### src/nmrp_pkg.sv
// shared types and constants for the ndef message record parser
// no dependencies; imported by the step logic and the top level
package nmrp_pkg;

    localparam int unsigned MAX_RECORDS_RESET = 16;

    localparam int unsigned HDR_MB_BIT = 7;
    localparam int unsigned HDR_ME_BIT = 6;
    localparam int unsigned HDR_SR_BIT = 4;
    localparam int unsigned HDR_IL_BIT = 3;

    localparam logic [7:0] HDR_TNF_MASK   = 8'b0000_0111;
    localparam logic [7:0] RECORD_CNT_MAX = 8'hff;
    localparam logic [31:0] PAYLEN_SHORT  = 32'd1;
    localparam logic [31:0] PAYLEN_LONG   = 32'd4;

    typedef enum logic [2:0] {
        PH_HEADER  = 3'd0,
        PH_TYPELEN = 3'd1,
        PH_PAYLEN  = 3'd2,
        PH_IDLEN   = 3'd3,
        PH_TYPE    = 3'd4,
        PH_ID      = 3'd5,
        PH_PAYLOAD = 3'd6,
        PH_IDLE    = 3'd7
    } t_phase;

    typedef enum logic [1:0] {
        ST_OK    = 2'd0,
        ST_MANY  = 2'd1,
        ST_TRUNC = 2'd2
    } t_status;

    typedef struct packed {
        t_phase      phase;
        logic [31:0] bytes_left;
        logic [7:0]  type_len;
        logic [7:0]  id_len;
        logic [31:0] payload_len;
        logic [7:0]  header;
        logic [7:0]  rec_cnt;
        t_status     status;
    } t_state;

    localparam t_state STATE_CLEAR = '{
        phase:       PH_HEADER,
        bytes_left:  32'd0,
        type_len:    8'd0,
        id_len:      8'd0,
        payload_len: 32'd0,
        header:      8'd0,
        rec_cnt:     8'd0,
        status:      ST_OK
    };

    typedef struct packed {
        logic [2:0]  field_kind;
        logic [7:0]  record_index;
        logic [2:0]  name_format;
        logic        short_record;
        logic        id_present;
        logic        begin_flag;
        logic        end_flag;
        logic [31:0] payload_size;
        logic        record_done;
        logic [1:0]  status;
    } t_result;

endpackage

### src/nmrp_in_if.sv
// input byte channel of the ndef message record parser
// no dependencies
interface nmrp_in_if;
    logic       valid;
    logic       ready;
    logic [7:0] data_byte;
    logic       start_of_message;
    logic       end_of_message;

    modport source (output valid, output data_byte, output start_of_message,
                    output end_of_message, input ready);
    modport sink   (input valid, input data_byte, input start_of_message,
                    input end_of_message, output ready);
endinterface

### src/nmrp_out_if.sv
// result channel of the ndef message record parser
// no dependencies
interface nmrp_out_if;
    logic        valid;
    logic        ready;
    logic [2:0]  field_kind;
    logic [7:0]  record_index;
    logic [2:0]  name_format;
    logic        short_record;
    logic        id_present;
    logic        begin_flag;
    logic        end_flag;
    logic [31:0] payload_size;
    logic        record_done;
    logic [1:0]  status;

    modport source (output valid, output field_kind, output record_index,
                    output name_format, output short_record, output id_present,
                    output begin_flag, output end_flag, output payload_size,
                    output record_done, output status, input ready);
    modport sink   (input valid, input field_kind, input record_index,
                    input name_format, input short_record, input id_present,
                    input begin_flag, input end_flag, input payload_size,
                    input record_done, input status, output ready);
endinterface

### src/nmrp_cfg_if.sv
// configuration write channel carrying max_records
// no dependencies
interface nmrp_cfg_if;
    logic       valid;
    logic       ready;
    logic [7:0] data;

    modport source (output valid, output data, input ready);
    modport sink   (input valid, input data, output ready);
endinterface

### src/ndef_message_record_parser_unit.sv
// top level of the ndef message record parser: input register, step logic, result register
// depends on nmrp_pkg, nmrp_in_if, nmrp_out_if, nmrp_cfg_if and nmrp_step
//
// Labels each byte of an NDEF message with the record field it belongs to and
// reports the header flags, decoded payload length, record index, end of record
// and a sticky status. One byte is taken every clock cycle in steady state while the
// output is not stalled; a byte's result goes via the input register, then the result
// register, and the single per-byte parser state update between them sets that rate.
// Either side may stall at any time; max_records must be written through the
// configuration channel while no bytes are in flight; the block does not enforce this.
module ndef_message_record_parser_unit (
    input  logic        i_clk,
    input  logic        i_rst_n,
    nmrp_in_if.sink     i_in,
    nmrp_out_if.source  o_out,
    nmrp_cfg_if.sink    i_cfg
);
    import nmrp_pkg::*;

    logic       r_s1_valid;
    logic [7:0] r_s1_data;
    logic       r_s1_som;
    logic       r_s1_eom;
    logic       r_out_valid;
    t_result    r_out;
    t_state     r_state;
    logic [7:0] r_max_records;

    t_state     n_state;
    t_result    n_out;
    logic       adv;

    assign adv        = r_s1_valid && (!r_out_valid || o_out.ready);
    assign i_in.ready = !r_s1_valid || adv;
    assign i_cfg.ready = 1'b1;

    nmrp_step u_step (
        .i_state       (r_state),
        .i_max_records (r_max_records),
        .i_data_byte   (r_s1_data),
        .i_som         (r_s1_som),
        .i_eom         (r_s1_eom),
        .o_state       (n_state),
        .o_result      (n_out)
    );

    always_ff @(posedge i_clk) begin
        if (!i_rst_n) begin
            r_s1_valid    <= 1'b0;
            r_out_valid   <= 1'b0;
            r_state       <= STATE_CLEAR;
            r_max_records <= 8'(MAX_RECORDS_RESET);
        end else begin
            if (i_in.valid && i_in.ready) begin
                r_s1_valid <= 1'b1;
            end else if (adv) begin
                r_s1_valid <= 1'b0;
            end
            if (adv) begin
                r_out_valid <= 1'b1;
                r_state     <= n_state;
            end else if (o_out.ready) begin
                r_out_valid <= 1'b0;
            end
            if (i_cfg.valid) begin
                r_max_records <= i_cfg.data;
            end
        end
    end

    always_ff @(posedge i_clk) begin
        if (i_in.valid && i_in.ready) begin
            r_s1_data <= i_in.data_byte;
            r_s1_som  <= i_in.start_of_message;
            r_s1_eom  <= i_in.end_of_message;
        end
        if (adv) begin
            r_out <= n_out;
        end
    end

    assign o_out.valid        = r_out_valid;
    assign o_out.field_kind   = r_out.field_kind;
    assign o_out.record_index = r_out.record_index;
    assign o_out.name_format  = r_out.name_format;
    assign o_out.short_record = r_out.short_record;
    assign o_out.id_present   = r_out.id_present;
    assign o_out.begin_flag   = r_out.begin_flag;
    assign o_out.end_flag     = r_out.end_flag;
    assign o_out.payload_size = r_out.payload_size;
    assign o_out.record_done  = r_out.record_done;
    assign o_out.status       = r_out.status;

endmodule

### src/nmrp_step.sv
// one parser step: next parser state and result for one message byte
// depends on nmrp_pkg
module nmrp_step (
    input  nmrp_pkg::t_state  i_state,
    input  logic [7:0]        i_max_records,
    input  logic [7:0]        i_data_byte,
    input  logic              i_som,
    input  logic              i_eom,
    output nmrp_pkg::t_state  o_state,
    output nmrp_pkg::t_result o_result
);
    import nmrp_pkg::*;

    typedef struct packed {
        t_phase      phase;
        logic [31:0] left;
        logic        done;
    } t_entry;

    // first nonempty body field at or after kind k
    function automatic t_entry enter_body(
        input t_phase      k,
        input logic [7:0]  tl,
        input logic [7:0]  idl,
        input logic [7:0]  hdr,
        input logic [31:0] pl
    );
        t_entry e;
        e = '{phase: PH_HEADER, left: 32'd0, done: 1'b1};
        if (k <= PH_TYPE && tl != 8'd0) begin
            e = '{phase: PH_TYPE, left: {24'd0, tl}, done: 1'b0};
        end else if (k <= PH_ID && hdr[HDR_IL_BIT] && idl != 8'd0) begin
            e = '{phase: PH_ID, left: {24'd0, idl}, done: 1'b0};
        end else if (k <= PH_PAYLOAD && pl != 32'd0) begin
            e = '{phase: PH_PAYLOAD, left: pl, done: 1'b0};
        end
        return e;
    endfunction

    t_state cur;
    t_state nxt;
    t_entry ent;
    logic   done;
    logic   last;

    always_comb begin
        cur  = i_som ? STATE_CLEAR : i_state;
        nxt  = cur;
        done = 1'b0;
        ent  = '{phase: PH_HEADER, left: 32'd0, done: 1'b0};
        last = cur.bytes_left <= 32'd1;
        case (cur.phase)
            PH_HEADER: begin
                if (cur.rec_cnt >= i_max_records && cur.status == ST_OK) begin
                    nxt.status = ST_MANY;
                end
                nxt.header      = i_data_byte;
                nxt.type_len    = 8'd0;
                nxt.id_len      = 8'd0;
                nxt.payload_len = 32'd0;
                nxt.phase       = PH_TYPELEN;
                nxt.bytes_left  = 32'd0;
            end
            PH_TYPELEN: begin
                nxt.type_len = i_data_byte;
                nxt.phase    = PH_PAYLEN;
                if (cur.header[HDR_SR_BIT] || (cur.header & HDR_TNF_MASK) == 8'd0) begin
                    nxt.bytes_left = PAYLEN_SHORT;
                end else begin
                    nxt.bytes_left = PAYLEN_LONG;
                end
            end
            PH_PAYLEN: begin
                nxt.payload_len = {cur.payload_len[23:0], i_data_byte};
                if (last) begin
                    if (cur.header[HDR_IL_BIT]) begin
                        nxt.phase      = PH_IDLEN;
                        nxt.bytes_left = 32'd0;
                    end else begin
                        ent = enter_body(PH_TYPE, cur.type_len, cur.id_len, cur.header,
                                         nxt.payload_len);
                        nxt.phase      = ent.phase;
                        nxt.bytes_left = ent.left;
                        done           = ent.done;
                    end
                end else begin
                    nxt.bytes_left = cur.bytes_left - 32'd1;
                end
            end
            PH_IDLEN: begin
                nxt.id_len     = i_data_byte;
                ent            = enter_body(PH_TYPE, cur.type_len, i_data_byte, cur.header,
                                            cur.payload_len);
                nxt.phase      = ent.phase;
                nxt.bytes_left = ent.left;
                done           = ent.done;
            end
            PH_TYPE, PH_ID, PH_PAYLOAD: begin
                if (last) begin
                    ent = enter_body(t_phase'(3'(cur.phase) + 3'd1), cur.type_len,
                                     cur.id_len, cur.header, cur.payload_len);
                    nxt.phase      = ent.phase;
                    nxt.bytes_left = ent.left;
                    done           = ent.done;
                end else begin
                    nxt.bytes_left = cur.bytes_left - 32'd1;
                end
            end
            default: begin
            end
        endcase

        if (done && cur.rec_cnt != RECORD_CNT_MAX) begin
            nxt.rec_cnt = cur.rec_cnt + 8'd1;
        end

        if (i_eom && cur.phase != PH_IDLE) begin
            if (!done && nxt.status == ST_OK) begin
                nxt.status = ST_TRUNC;
            end
            nxt.phase      = PH_IDLE;
            nxt.bytes_left = 32'd0;
        end
    end

    assign o_state = nxt;

    always_comb begin
        o_result.field_kind   = cur.phase;
        o_result.record_index = cur.rec_cnt;
        o_result.name_format  = nxt.header[2:0];
        o_result.short_record = nxt.header[HDR_SR_BIT];
        o_result.id_present   = nxt.header[HDR_IL_BIT];
        o_result.begin_flag   = nxt.header[HDR_MB_BIT];
        o_result.end_flag     = nxt.header[HDR_ME_BIT];
        o_result.payload_size = nxt.payload_len;
        o_result.record_done  = done;
        o_result.status       = nxt.status;
    end

endmodule
### src/flat_wrapper.sv
// flat-port wrapper written by rule: the top's interface ports become plain ports
module ndef_message_record_parser_unit_flat import nmrp_pkg::*;
  (i_clk, i_rst_n, i_in_valid, i_in_data_byte, i_in_start_of_message, i_in_end_of_message, i_in_ready, o_out_valid, o_out_field_kind, o_out_record_index, o_out_name_format, o_out_short_record, o_out_id_present, o_out_begin_flag, o_out_end_flag, o_out_payload_size, o_out_record_done, o_out_status, o_out_ready, i_cfg_valid, i_cfg_data, i_cfg_ready);
  nmrp_in_if i_in_i ();
  nmrp_out_if o_out_i ();
  nmrp_cfg_if i_cfg_i ();
  input  logic i_clk;
  input  logic i_rst_n;
  input wire logic [$bits(i_in_i.valid)-1:0] i_in_valid;
  input wire logic [$bits(i_in_i.data_byte)-1:0] i_in_data_byte;
  input wire logic [$bits(i_in_i.start_of_message)-1:0] i_in_start_of_message;
  input wire logic [$bits(i_in_i.end_of_message)-1:0] i_in_end_of_message;
  output wire logic [$bits(i_in_i.ready)-1:0] i_in_ready;
  output wire logic [$bits(o_out_i.valid)-1:0] o_out_valid;
  output wire logic [$bits(o_out_i.field_kind)-1:0] o_out_field_kind;
  output wire logic [$bits(o_out_i.record_index)-1:0] o_out_record_index;
  output wire logic [$bits(o_out_i.name_format)-1:0] o_out_name_format;
  output wire logic [$bits(o_out_i.short_record)-1:0] o_out_short_record;
  output wire logic [$bits(o_out_i.id_present)-1:0] o_out_id_present;
  output wire logic [$bits(o_out_i.begin_flag)-1:0] o_out_begin_flag;
  output wire logic [$bits(o_out_i.end_flag)-1:0] o_out_end_flag;
  output wire logic [$bits(o_out_i.payload_size)-1:0] o_out_payload_size;
  output wire logic [$bits(o_out_i.record_done)-1:0] o_out_record_done;
  output wire logic [$bits(o_out_i.status)-1:0] o_out_status;
  input wire logic [$bits(o_out_i.ready)-1:0] o_out_ready;
  input wire logic [$bits(i_cfg_i.valid)-1:0] i_cfg_valid;
  input wire logic [$bits(i_cfg_i.data)-1:0] i_cfg_data;
  output wire logic [$bits(i_cfg_i.ready)-1:0] i_cfg_ready;
  assign i_in_i.valid = i_in_valid;
  assign i_in_i.data_byte = i_in_data_byte;
  assign i_in_i.start_of_message = i_in_start_of_message;
  assign i_in_i.end_of_message = i_in_end_of_message;
  assign i_in_ready = i_in_i.ready;
  assign o_out_valid = o_out_i.valid;
  assign o_out_field_kind = o_out_i.field_kind;
  assign o_out_record_index = o_out_i.record_index;
  assign o_out_name_format = o_out_i.name_format;
  assign o_out_short_record = o_out_i.short_record;
  assign o_out_id_present = o_out_i.id_present;
  assign o_out_begin_flag = o_out_i.begin_flag;
  assign o_out_end_flag = o_out_i.end_flag;
  assign o_out_payload_size = o_out_i.payload_size;
  assign o_out_record_done = o_out_i.record_done;
  assign o_out_status = o_out_i.status;
  assign o_out_i.ready = o_out_ready;
  assign i_cfg_i.valid = i_cfg_valid;
  assign i_cfg_i.data = i_cfg_data;
  assign i_cfg_ready = i_cfg_i.ready;
  ndef_message_record_parser_unit u_core (.i_clk(i_clk), .i_rst_n(i_rst_n), .i_in(i_in_i), .o_out(o_out_i), .i_cfg(i_cfg_i));
endmodule
### config.mk
export PLATFORM = sky130hd
export DESIGN_NAME = ndef_message_record_parser_unit_flat
export DESIGN_NICKNAME = d
export VERILOG_FILES = /design/src/nmrp_pkg.sv /design/src/nmrp_in_if.sv /design/src/nmrp_out_if.sv /design/src/nmrp_cfg_if.sv /design/src/ndef_message_record_parser_unit.sv /design/src/nmrp_step.sv /design/src/flat_wrapper.sv
export SDC_FILE = /design/constraint.sdc
export NUM_CORES = 1
export LEC_CHECK = 0
export BUFFER_PORTS_ARGS = -buffer_cell sky130_fd_sc_hd__buf_2
export CORE_UTILIZATION = 26
export DETAILED_ROUTE_END_ITERATION = 8
export PLACE_DENSITY = 0.37
export SLEW_MARGIN = 0
export SYNTH_ARGS = -nofsm -noshare
export SYNTH_HDL_FRONTEND = slang
export SYNTH_HIERARCHICAL = 1
export SYNTH_SLANG_ARGS = --single-unit
export TNS_END_PERCENT = 20
### constraint.sdc
create_clock -name i_clk -period 4.75 [get_ports i_clk]
set_input_delay 0.2375 -clock i_clk [delete_from_list [all_inputs] [get_ports i_clk]]
set_output_delay 0.2375 -clock i_clk [all_outputs]
set_load 0.02 [all_outputs]
==> impl_metrics.toml <==
[worst_setup_path]
crit_path_max_incr_delay_ns = 0.53
critPathLaunchType = "flop"
reg2reg_to = "u_core/r_state[81]$_SDFFE_PN0P_"
path_buf_inv = 3
path_cells = "clkinv_1 > nand2_1 > inv_1 > ha_1 > ha_1 > nor2_1 > a211oi_1 > buf_4 > a21oi_2 > a21oi_2 > nor3_1 > a221oi_1 > a211oi_1 > nand2_1 > mux2i_1"
end_kind = "flop"
r2r_start = "u_core/r_s1_som$_DFFE_PP_"
path_class = "reg -> reg"
arrival_ns = 4.43
cp.required_ns = 5.14
cpMaxStageDelayCell = "nor3_1"
crit_family = "simple AND/OR/NAND/NOR gates"
crit_fanout = 9
reg2reg_depth = 15
rrSetupSlack_ns = 0.71

[detailed_routing]
drc = 0
wl_per_cell_um = 22.9
drt-pass1-iter-count = 5
dr_total_vias = 10300
drtIter0Drc = 736
ant_nets = 0
viasPerCell = 5.45
wirelength_mm = 43.5

[power]
ir_drop_mv = 0.160
leakage_nw = 4.48
power_density_mw_per_mm2 = 298
power_mw = 3.73

[place]
dp_slack_ns = 0.773
hpwl_mm = 29.7
finalWeightedCongestion = 0.886
port_buffers = 77

[floorplan]
start_util = 0.264
die-area_mm2 = 0.0436
die_h_um = 209
fp-row-count = 75
coreArea_mm2 = 0.0420
design.portCount = 79
dieWidth_um = 209

[yosys]
synth_warnings = 6
synthCells = 1322
syn-num-nets = 1363
syn_area_per_cell_um2 = 8.41
syn_area_mm2 = 0.0111

[clock_tree]
clkTransAtPathRegs_ns = 0.07
clockBufferDepth = 2
clock_latency_ns = 0.47
cts_tree = "done"
root_buffer = "clkbuf_16"
numCtsBuffers = 17
htreeDepth = 4
cts.sinks = 173

[final_layout]
area_growth_pct = 12.7
nets = 1386
nFillCells = 4489
antennaDiodeCount = 0
drive_gt1_frac = 0.133
post-route-util = 0.298

[global_route]
use_met3 = 0.0289
grt_pass1_wl_mm = 65.2
met2_usage = 0.306
grt_overflow = 0
grt_pass1_vias = 9736
gr-usage-met1 = 0.287
grt_max_degree = 201
grt_usage = 0.199
antenna_found_initial = 0
busiest_layer = "met2"

[sta]
slew-limit-headroom = 0.278
finalCritPeriodShare = 0.851
setup_ws_ns = 0.706
timing.fmax_mhz = 247
worst_pin_slew_ns = 1.07
hold_viol = 0
setup_viol_count_final = 0
hold_ws_ns = 0.0364
setup_tns_ns = 0
skew_ns = 0.0157
grt_setup_unrepaired = "false"
min_period_ns = 4.04
drv_slew = 0

[run]
cap_violations = 0

[outcome]
status = "finished, final reports clean"

[worst_hold_path]
min_path_cells = 3
hp-class = "in -> reg"
hold_path_end = "u_core/r_max_records[7]$_SDFFE_PN0P_"
hp-start = "i_cfg_data[7]"
[stage by stage]
| stage | std cells | area [µm²] |
|---|---|---|
| 6_report | 1897 | 12500 |
| 5_1_grt | 1897 | 12500 |
| 4_1_cts | 1897 | 12500 |
| 3_5_place_dp | 1850 | 11800 |
| 3_3_place_gp | 1850 | 11800 |
| 2_1_floorplan | 1322 | 11100 |
[timing repair]
item | CTS | global route
endpoints found under the hold margin | 14 | 0
hold buffers | 15 | 0
gates resized for setup | 0 | 0
setup buffers | 0 | 0
[worst register-to-register path: stages, from the launching register on]
cell,delay [ns]
edfxtp_1,0.39
clkinv_1,0.35
nand2_1,0.24
inv_1,0.13
ha_1,0.24
ha_1,0.31
nor2_1,0.28
a211oi_1,0.09
buf_4,0.19
a21oi_2,0.36
a21oi_2,0.22
nor3_1,0.53
a221oi_1,0.18
a211oi_1,0.24
nand2_1,0.07
mux2i_1,0.16
[cell usage in the layout (no fill, tap or decap), types with 8 or more instances in the layout]
master,count
o22ai_1,14
dlygate4sd3_1,15
inv_1,20
and3_1,8
nand3_1,26
edfxtp_1,63
a31oi_1,14
nor4_1,32
nand2_1,289
a22o_1,23
xnor2_1,10
a22oi_1,46
nor2b_1,27
ha_1,18
dfxtp_1,110
buf_4,42
nor3_1,23
o21ai_0,52
or4_1,9
clkbuf_16,17
mux2i_1,112
nor2_1,72
a21oi_1,56
buf_2,76
nand2b_1,8
a211oi_1,10
a221oi_1,26
[worst max-delay path by stage]
stage                                           end  slack, ns  cells past startpoint                      start
floorplan           u_core/r_state[83]$_SDFFE_PN0P_       0.66                     19  u_core/r_s1_som$_DFFE_PP_
global placement    u_core/r_state[87]$_SDFFE_PN0P_       0.91                     15  u_core/r_s1_som$_DFFE_PP_
detailed placement  u_core/r_state[96]$_SDFFE_PN0P_       0.77                     15  u_core/r_s1_som$_DFFE_PP_
CTS                 u_core/r_state[88]$_SDFFE_PN0P_       0.74                     15  u_core/r_s1_som$_DFFE_PP_
global route        u_core/r_state[96]$_SDFFE_PN0P_       0.39                     15  u_core/r_s1_som$_DFFE_PP_
finish              u_core/r_state[81]$_SDFFE_PN0P_       0.71                     15  u_core/r_s1_som$_DFFE_PP_
[layer usage]
metal	vias up	routed length (µm)
met1	5120	21300
met3	32	2260
met5	-	0
li1	4854	-
met4	0	652
met2	325	19300
[where the power goes]
group | total (mW) | switching, mW | internal, mW
combinational | 0.612 | 0.417 | 0.195
clock | 1.51 | 0.662 | 0.848
sequential | 1.61 | 0.0311 | 1.57
total | 3.73 | 1.11 | 2.62
[sequential cells by signal (all words and copies together) (netlist names)]
register	count
u_core/o_out.begin_flag	1
u_core/o_out.end_flag	1
u_core/o_out.field_kind	3
u_core/o_out.id_present	1
u_core/o_out.name_format	3
u_core/o_out.payload_size	32
u_core/o_out.record_done	1
u_core/o_out.record_index	8
u_core/o_out.short_record	1
u_core/o_out.status	2
u_core/o_out.valid	1
u_core/r_max_records	8
u_core/r_s1_data	8
u_core/r_s1_eom	1
u_core/r_s1_som	1
u_core/r_s1_valid	1
u_core/r_state	100
[area by class of cell]
| class | instances | area, µm² | share of cell area |
|---|---|---|---|
| clock buffer | 20 | 447 | 0.0357 |
| sequential | 173 | 4090 | 0.327 |
| tap | 539 | 674 | 0.0538 |
| timing repair buffer | 137 | 917 | 0.0732 |
| inverter | 21 | 78.8 | 0.00629 |
| multi-input combinational | 995 | 6150 | 0.491 |
| clock inverter | 12 | 161 | 0.0129 |
Note: power is estimated with default switching activity, not from simulation.
